===== src/rtl/vwc_pkg.sv =====
// Types and constants of the vibration window classifier
package vwc_pkg;

   localparam int CSR_INDEX_W = 8;
   localparam int CSR_DATA_W  = 24;
   localparam int THRESH_W    = 24;
   localparam int GRAVITY_W   = 15;
   localparam int ACCEL_W     = 16;
   localparam int CLASS_W     = 3;

   localparam logic [CSR_INDEX_W-1:0] CSR_VIBRATION_HIGH = 8'd0;
   localparam logic [CSR_INDEX_W-1:0] CSR_VIBRATION_LOW  = 8'd1;
   localparam logic [CSR_INDEX_W-1:0] CSR_GRAVITY_REF    = 8'd2;
   localparam logic [CSR_INDEX_W-1:0] CSR_TILT_TOLERANCE = 8'd3;

   localparam logic [THRESH_W-1:0]  RESET_VIBRATION_HIGH = 24'd32768;
   localparam logic [THRESH_W-1:0]  RESET_VIBRATION_LOW  = 24'd6554;
   localparam logic [GRAVITY_W-1:0] RESET_GRAVITY_REF    = 15'd2511;
   localparam logic [GRAVITY_W-1:0] RESET_TILT_TOLERANCE = 15'd256;

   typedef enum logic [CLASS_W-1:0] {
      CLASS_UNKNOWN  = 3'd0,
      CLASS_ROUGH    = 3'd1,
      CLASS_STEEP    = 3'd2,
      CLASS_SLIPPERY = 3'd3,
      CLASS_FLAT     = 3'd4
   } terrain_class_type;

   typedef enum logic [2:0] {
      ST_IDLE,
      ST_SQUARE,
      ST_ACCUM,
      ST_PRODUCT,
      ST_COMBINE,
      ST_TOTAL,
      ST_DECIDE
   } state_type;

   typedef struct packed {
      logic signed [ACCEL_W-1:0] accel_x;
      logic signed [ACCEL_W-1:0] accel_y;
      logic signed [ACCEL_W-1:0] accel_z;
   } req_payload_type;

   typedef struct packed {
      logic [CLASS_W-1:0] terrain_class;
   } rsp_payload_type;

   typedef struct packed {
      logic [CSR_INDEX_W-1:0] reg_index;
      logic [CSR_DATA_W-1:0]  write_data;
   } csr_payload_type;

   typedef struct packed {
      logic [THRESH_W-1:0]  vibration_high;
      logic [THRESH_W-1:0]  vibration_low;
      logic [GRAVITY_W-1:0] gravity_ref;
      logic [GRAVITY_W-1:0] tilt_tolerance;
   } cfg_type;

   // One step of the item sequence per flag
   typedef struct packed {
      logic capture;
      logic square;
      logic accum;
      logic product;
      logic combine;
      logic total;
      logic load_result;
   } cmd_type;

endpackage


===== src/rtl/vwc_ctrl.sv =====
// Sequencer that steps one sample through the datapath
module vwc_ctrl (
   input  logic              clock,
   input  logic              reset,
   input  logic              req_valid,
   input  logic              rsp_ready,
   output logic              req_ready,
   output logic              rsp_valid,
   output vwc_pkg::cmd_type  cmd
);

   vwc_pkg::state_type state_ff;
   vwc_pkg::state_type state_in;
   logic               rsp_valid_ff;
   logic               rsp_valid_in;
   logic               out_free;

   // Output register can take a result when empty or being drained
   assign out_free  = !rsp_valid_ff || rsp_ready;
   assign rsp_valid = rsp_valid_ff;

   always_comb begin
      state_in = state_ff;
      case (state_ff)
         vwc_pkg::ST_IDLE: begin
            if (req_valid) begin
               state_in = vwc_pkg::ST_SQUARE;
            end
         end
         vwc_pkg::ST_SQUARE:  state_in = vwc_pkg::ST_ACCUM;
         vwc_pkg::ST_ACCUM:   state_in = vwc_pkg::ST_PRODUCT;
         vwc_pkg::ST_PRODUCT: state_in = vwc_pkg::ST_COMBINE;
         vwc_pkg::ST_COMBINE: state_in = vwc_pkg::ST_TOTAL;
         vwc_pkg::ST_TOTAL:   state_in = vwc_pkg::ST_DECIDE;
         vwc_pkg::ST_DECIDE: begin
            if (out_free) begin
               state_in = vwc_pkg::ST_IDLE;
            end
         end
         default: state_in = vwc_pkg::ST_IDLE;
      endcase
   end

   always_comb begin
      cmd       = '0;
      req_ready = 1'b0;
      case (state_ff)
         vwc_pkg::ST_IDLE: begin
            req_ready   = 1'b1;
            cmd.capture = req_valid;
         end
         vwc_pkg::ST_SQUARE:  cmd.square  = 1'b1;
         vwc_pkg::ST_ACCUM:   cmd.accum   = 1'b1;
         vwc_pkg::ST_PRODUCT: cmd.product = 1'b1;
         vwc_pkg::ST_COMBINE: cmd.combine = 1'b1;
         vwc_pkg::ST_TOTAL:   cmd.total   = 1'b1;
         vwc_pkg::ST_DECIDE:  cmd.load_result = out_free;
         default: begin
            cmd       = '0;
            req_ready = 1'b0;
         end
      endcase
   end

   always_comb begin
      if (cmd.load_result) begin
         rsp_valid_in = 1'b1;
      end else if (rsp_ready) begin
         rsp_valid_in = 1'b0;
      end else begin
         rsp_valid_in = rsp_valid_ff;
      end
   end

   always_ff @(posedge clock) begin
      if (reset) begin
         state_ff     <= vwc_pkg::ST_IDLE;
         rsp_valid_ff <= 1'b0;
      end else begin
         state_ff     <= state_in;
         rsp_valid_ff <= rsp_valid_in;
      end
   end

endmodule


===== config.mk =====
export PLATFORM = sky130hd
export DESIGN_NAME = vwc_ctrl
export DESIGN_NICKNAME = d
export VERILOG_FILES = /design/src/rtl/vwc_pkg.sv /design/src/rtl/vwc_ctrl.sv
export SDC_FILE = /design/constraint.sdc
export NUM_CORES = 1
export LEC_CHECK = 0
export ABC_AREA = 1
export BUFFER_PORTS_ARGS = -buffer_cell sky130_fd_sc_hd__buf_2
export CORE_AREA = 2 2 39 41
export CTS_BUF_LIST = sky130_fd_sc_hd__clkbuf_16
export CTS_CLUSTER_SIZE = 40
export DETAILED_ROUTE_END_ITERATION = 10
export DIE_AREA = 0 0 41 43
export PLACE_DENSITY = 0.38
export SLEW_MARGIN = 30
export SYNTH_ARGS = -nofsm -noshare
export SYNTH_HDL_FRONTEND = slang
export SYNTH_SLANG_ARGS = --single-unit

===== constraint.sdc =====
create_clock -name clock -period 1.2 [get_ports clock]
set_input_delay 0.24 -clock clock [delete_from_list [all_inputs] [get_ports clock]]
set_output_delay 0.24 -clock clock [all_outputs]
set_load 0.05 [all_outputs]

=== After elaboration in Yosys (flattened, before gate mapping) ===
Cells that the tools add are included.

* Eq/ne operators: 8
* Multiplexer cells: 13
* Reduce and logical (&&, ||, !) cells: 5

{| class="wikitable"
|+ Operator list
! kind !! count
|-
| one-hot mux 3 bit (7 select lines) || 1
|-
| two-way mux 1 bit || 10
|-
| equality test 3 bit (second input constant) || 3
|-
| equality test 3 x 2 -> 1 bit (second input constant) || 2
|-
| two-way mux 3 bit || 2
|-
| inequality test 2 bit (second input constant) || 2
|-
| equality test 3 x 1 -> 1 bit (second input constant) || 1
|-
| logical NOT 3 bit || 1
|-
| AND reduction 2 bit || 1
|-
| nonzero test 2 bit || 1
|-
| logical NOT 1 bit || 1
|-
| logical OR 1 bit || 1
|}

* Register bits after elaboration: 4
* Input bits: 4
* Output and inout bits: 9

=== Longest topological paths before layout ===
Gate-level depths: netlist of the first run.

* Word-level depth: 4
* Gate-level depth with buffers: 5
* Gate-level depth less buffers: 5

=== Worst setup path before layout of the first run ===
OpenSTA, ideal clock, no wires.

* Kind: reg2out
* From: reg state_ff[2]
* To: out cmd[2] (netlist name)
* Arrival time: 1.484 ns
* Data required time: 0.960 ns
* Path slack: -0.524 ns
* Stages on the path, launching flop included: 3
* Buffers on the path: 0
* Path through: dfxtp_1 > inv_2 > nor3_1

{| class="wikitable"
|+ RTL lines
! item !! line !! RTL
|-
| from (decl) || vwc_ctrl.sv:12 || <nowiki>vwc_pkg::state_type state_ff;</nowiki>
|-
| from (signal assigned) || vwc_ctrl.sv:77 || <nowiki>state_ff <= vwc_pkg::ST_IDLE;</nowiki>
|-
| from (signal assigned) || vwc_ctrl.sv:80 || <nowiki>state_ff <= state_in;</nowiki>
|-
| to (decl) || vwc_ctrl.sv:9 || <nowiki>output vwc_pkg::cmd_type cmd</nowiki>
|}

==> flow_summary.ini, run 1 <==
[status]
status = finished with violations
violations = setup timing

[final_layout]
final_cells = 70
layout-drive-gt1-share = 0.6296
postLayoutCellArea_um2 = 485.5
area_delta_synth_final_pct = 110.9
antenna_cells = 0
nets = 60
post-route-util = 0.3508

[yosys]
ys_seq_area_frac = 0.3478
ys_warn_count = 0
syn-instance-count = 38
synth.cell_area_um2 = 230.2
synth_nets = 42
synth.distinct_cells = 12
synth_top_area_frac = 0.3478
ys_ff_latch = 4
synth.area.top_cells = dfxtp_1 35%, nor2_1 15%, inv_1 11%
avgSynthCellArea_um2 = 6.058
synth_top_cell_by_area = dfxtp_1

[drt]
wl_met2_um = 299
viasPerCell = 3.800
num_vias = 266
wl_met3_um = 34
drtIter0Drc = 0
totalWireLength_um = 529
detail-route-antenna-nets = 0
drt-pass1-iter-count = 1
wl_per_cell_um = 7.557
met1Wirelength_um = 195
drc_errors = 0
highest_layer = met3

[clock_network]
htreeDepth = 1
cts_buffers = 3
cts_tree = built
clockRootBuffer = clkbuf_16
clk_latency_ns = 0.22
clkTransAtPathRegs_ns = 0.03
cts_buffer_depth = 2
clkSinkCount = 4
cts_hold_buffers = 0

[timing]
worst_slew_pin_slew_ns = 0.2468
setup_viol = 6
fin_skew_ns = 0.0008228
fmax_ghz = 0.7889
finalWorstSetupSlack_ns = -0.06762
rsz0062_at_grt = yes
fin_crit_ns = 1.268
finalMaxSlewViolations = 0
fin_crit_sh = 1.056
hold_viol = 0
maxSlewHeadroom = 0.8366

[setup_path]
crit_family = flip-flops
timing.rr.end = state_ff[1]
worstSetupEndpoint = cmd[6]
cp_cell_sequence = nor2_4, nand2_2, nor2_2, buf_6
cp-startpoint = state_ff[1]
cp-start-kind = register
crit_buf_inv = 1
rrSetupSlack_ns = 0.26
reg2reg_depth = 6
slowest_stage = dfxtp_4
r2r_start = state_ff[0]
cp_num_cells = 4
path_class = reg -> out
critPathRequiredTime_ns = 0.96
cp_max_fo = 6
arrival_ns = 1.03
cp-end-kind = output pin
cp_slowest_stage_delay_ns = 0.36

[floorplan]
num_rows = 14
die_x_um = 41
die_h_um = 43
ios = 13
design.die.area_um2 = 1763
core_area_um2 = 1384
start_util = 0.1664

[power]
p_switching_w = 0.0002483
p_sw_frac = 0.2760
intPower_w = 0.0006512
seqPwrFrac = 0.186
comb_power_share = 0.247
p_total_w = 0.0008995
vdd_drop_max_mv = 0.8831
power_frac_clock = 0.567
p_per_area_nw_per_um2 = 1853
power.leakage_nw = 0.2448

[global_routing]
overflow = 0
grt_pass1_wl_um = 676
grt_util_all_layers = 0.06633
grt_start_max_net_pins = 7
antenna_found_initial = 0
grt_pass1_vias = 194

[place]
dp_slack_ns = 0.05059
port_buffers = 12
gp_congestion = 0.6525
placed_area_um2 = 317.8
dp.cells = 66
hpwl_um = 419.8

[worst_hold_path]
hold_depth = 2
min_path_type = in -> reg

[flow_run]
maxCapViolCount = 0
[cell usage after synthesis]
cell type,instances
nand3_2,1
buf_4,1
dfxtp_1,4
a21oi_1,2
nand2_2,1
nor3_1,2
nor2_2,1
nor2_1,9
nand3_1,2
nand2_1,6
inv_1,7
inv_2,2
[logic make-up after synthesis]
family | share of synthesized area
AND/OR/NAND/NOR | 0.4294
flip-flops | 0.3478
buffers and inverters | 0.1794
AO/OA/AOI/OAI | 0.04348
[metal layers]
metal	GRT usage	up-vias
met4	0.1000	0
met1	0.06129	115
met3	0.03141	0
met5	0	-
li1	-	145
met2	0.08125	6
[power groups by stage]
stage / sequential, W / clock [W] / combinational, W
final: 0.000168 / 0.000510 / 0.000222
after global routing: 0.000170 / 0.000536 / 0.000237
after CTS: 0.000162 / 0.000525 / 0.000202
after detailed placement: 0.000162 / 0 / 0.000172
after global placement: 0.000162 / 0 / 0.000173
after floorplan: 0.000160 / 0 / 0.000136
[layout make-up]
type	count	area [µm²]
Tap cell	16	20.02
Inverter	9	36.28
Clock buffer	3	75.07
Sequential cell	4	91.34
Multi-Input combinational cell	24	137.6
Timing Repair Buffer	14	125.1
Fill cell	148	898.4
[metrics by stage]
stage / setup TNS [ns] / hold WS, ns
floorplan: -0.4930 / 0.3091
global placement: 0 / 0.4594
detailed placement: 0 / 0.4550
CTS: -0.3162 / 0.2162
global route: -0.6332 / 0.2259
finish: -0.1830 / 0.2154
[worst reg2reg max path: cells and delay by family, from the launching register on]
family | cells | cell delay, ns
and+or+nand+nor | 4 | 0.30
DFF | 1 | 0.36
buffers and inverters | 2 | 0.21
[layout by cell type (no fill, tap or decap), types with 2 or more instances in the layout]
master / count
nand2_2: 3
inv_2: 2
clkbuf_16: 3
nor2_1: 5
nand2_1: 4
nor2_2: 4
inv_1: 6
nand3_1: 2
buf_4: 2
dfxtp_4: 3
buf_6: 8
buf_2: 4
[worst min-delay path by stage]
stage | from | to
2_1_floorplan | reset | rsp_valid
3_3_place_gp | reset | state_ff[2]
3_5_place_dp | reset | rsp_valid
4_1_cts | reset | state_ff[2]
5_1_grt | reset | state_ff[2]
6_report | reset | state_ff[2]
[registers in the layout, indices dropped and copies added (netlist names)]
register	cells
state_ff	3
rsp_valid	1
[what timing repair did]
action,in CTS,in global routing
buffers inserted,0,1
endpoints found under the setup margin,8,8
resized for setup,16,15
pin swaps,0,3
No activity file was read; power rests on OpenSTA's default activity.
==> run 2: changes to the inputs <==
Settings changed: PLACE_DENSITY 0.38 to not set, PLACE_DENSITY_LB_ADDON set to 0.2, RECOVER_POWER set to 25.
==> flow_summary.ini, run 2 (synthesis results as in run 1) <==
[status]
status = finished with violations
violations = setup timing

[final_layout]
n_fill_cell = 154
layout-drive-gt1-share = 0.6364
mostFrequentLayoutCells = 8 x buf_6, 6 x inv_1, 5 x nor2_1
largest_reg_flops = 3
postLayoutCellArea_um2 = 493.0
largest_register = state_ff
nets = 61
layout_commonest_cell = buf_6
multi_input_area_um2 = 137.6
area_delta_synth_final_pct = 114.1
regArea_um2 = 91.34
antenna_cells = 0

[power]
p_per_area_nw_per_um2 = 1860
power.leakage_nw = 0.2516
vdd_drop_max_mv = 0.5415

[timing]
fmax_ghz = 0.7939
fin_skew_ns = 0.0009318
fin_crit_ns = 1.260
maxSlewHeadroom = 0.8376
setup_viol = 8
fin_crit_sh = 1.050
finalWorstSetupSlack_ns = -0.05965
finalMaxSlewViolations = 0
hold_viol = 0
rsz0062_at_grt = yes
finalHoldWorstSlack_ns = 0.2148
worst_slew_pin_slew_ns = 0.2452

[global_routing]
antenna_found_initial = 0
overflow = 0
grt_pass1_vias = 250
grt_start_max_net_pins = 7
grt_util_all_layers = 0.07924
grt_pass1_wl_um = 897

[floorplan]
design.die.area_um2 = 1763
ios = 13
die_x_um = 41
num_rows = 14
die_h_um = 43
core_area_um2 = 1384
start_util = 0.1664

[setup_path]
slowest_stage = dfxtp_4
cp_slowest_stage_delay_ns = 0.36
crit_family = flip-flops
cp_max_fo = 6
cp-start-kind = register
arrival_ns = 1.02
cp-end-kind = output pin
path_class = reg -> out
cp_cell_sequence = inv_2, nand3_2, a21oi_2, buf_6
crit_buf_inv = 2
critPathRequiredTime_ns = 0.96

[clock_network]
clk_latency_ns = 0.22
cts_buffers = 3
clkTransAtPathRegs_ns = 0.03
cts_buffer_depth = 2
cts_tree = built
htreeDepth = 1
cts_hold_buffers = 0
clkSinkCount = 4
clockRootBuffer = clkbuf_16

[drt]
detail-route-antenna-nets = 0
num_vias = 282
drc_errors = 0
totalWireLength_um = 565
drt-pass1-iter-count = 4
viasPerCell = 3.972
drtIter0Drc = 6
wl_per_cell_um = 7.958

[place]
dp_slack_ns = 0.05403
port_buffers = 12
placed_area_um2 = 317.8
hpwl_um = 415.1
gp_congestion = 0.6068

[flow_run]
maxCapViolCount = 0

[worst_hold_path]
min_path_type = in -> reg
==> run 2: changes by cell type in the layout (fill, tap and decap cells not counted) <==
cell	before	now
buf_4	2	3
==> run 2: power breakdown <==
group | internal (W) | switching [W]
registers | 0.000145 | 0.0000223
clock network | 0.000425 | 0.0000875
logic | 0.0000915 | 0.000146
==> run 2: area by class of cell <==
class,instances,area share
clock buffers,3,0.1523
inverters,9,0.07360
multi-input cells,24,0.2792
flip-flops and latches,4,0.1853
well taps,16,0.04061
repair buffers,15,0.2690
==> run 2: through the flow <==
step	std cells	TNS, ns	utilization	power, W
after floorplan	38	-0.4930	-	0.0002961
after global placement	66	0	0.2297	0.0003344
after detailed placement	66	0	0.2297	0.0003336
after CTS	70	-0.3287	0.3174	0.0008939
after global routing	71	-0.5743	0.3562	0.0009573
final	71	-0.2296	0.3562	0.0009170
==> run 2: repair_timing <==
item,4_1_cts,5_1_grt
setup endpoints to repair,8,8
setup buffers,1,1
pin swaps,0,2
resized for setup,15,16
==> run 2: path summary, 6_finish.rpt <==
| path | cells after the start | startpoint | end | slack, ns |
|---|---|---|---|---|
| worst max-delay path | 4 | state_ff[0] | cmd[0] | -0.06 |
| worst min register to register | 1 | state_ff[0] | state_ff[0] | 0.48 |
| worst min-delay path | 2 | reset | state_ff[1] | 0.21 |
| worst max register to register | 6 | state_ff[1] | state_ff[0] | 0.18 |
==> run 2: per-layer routing <==
layer | up-vias | track usage | routed length (µm)
met1 | 123 | 0.07372 | 189
met3 | 2 | 0.01571 | 24
met5 | - | 0 | 0
li1 | 147 | - | -
met2 | 10 | 0.1281 | 335
met4 | 0 | 0.08000 | 15
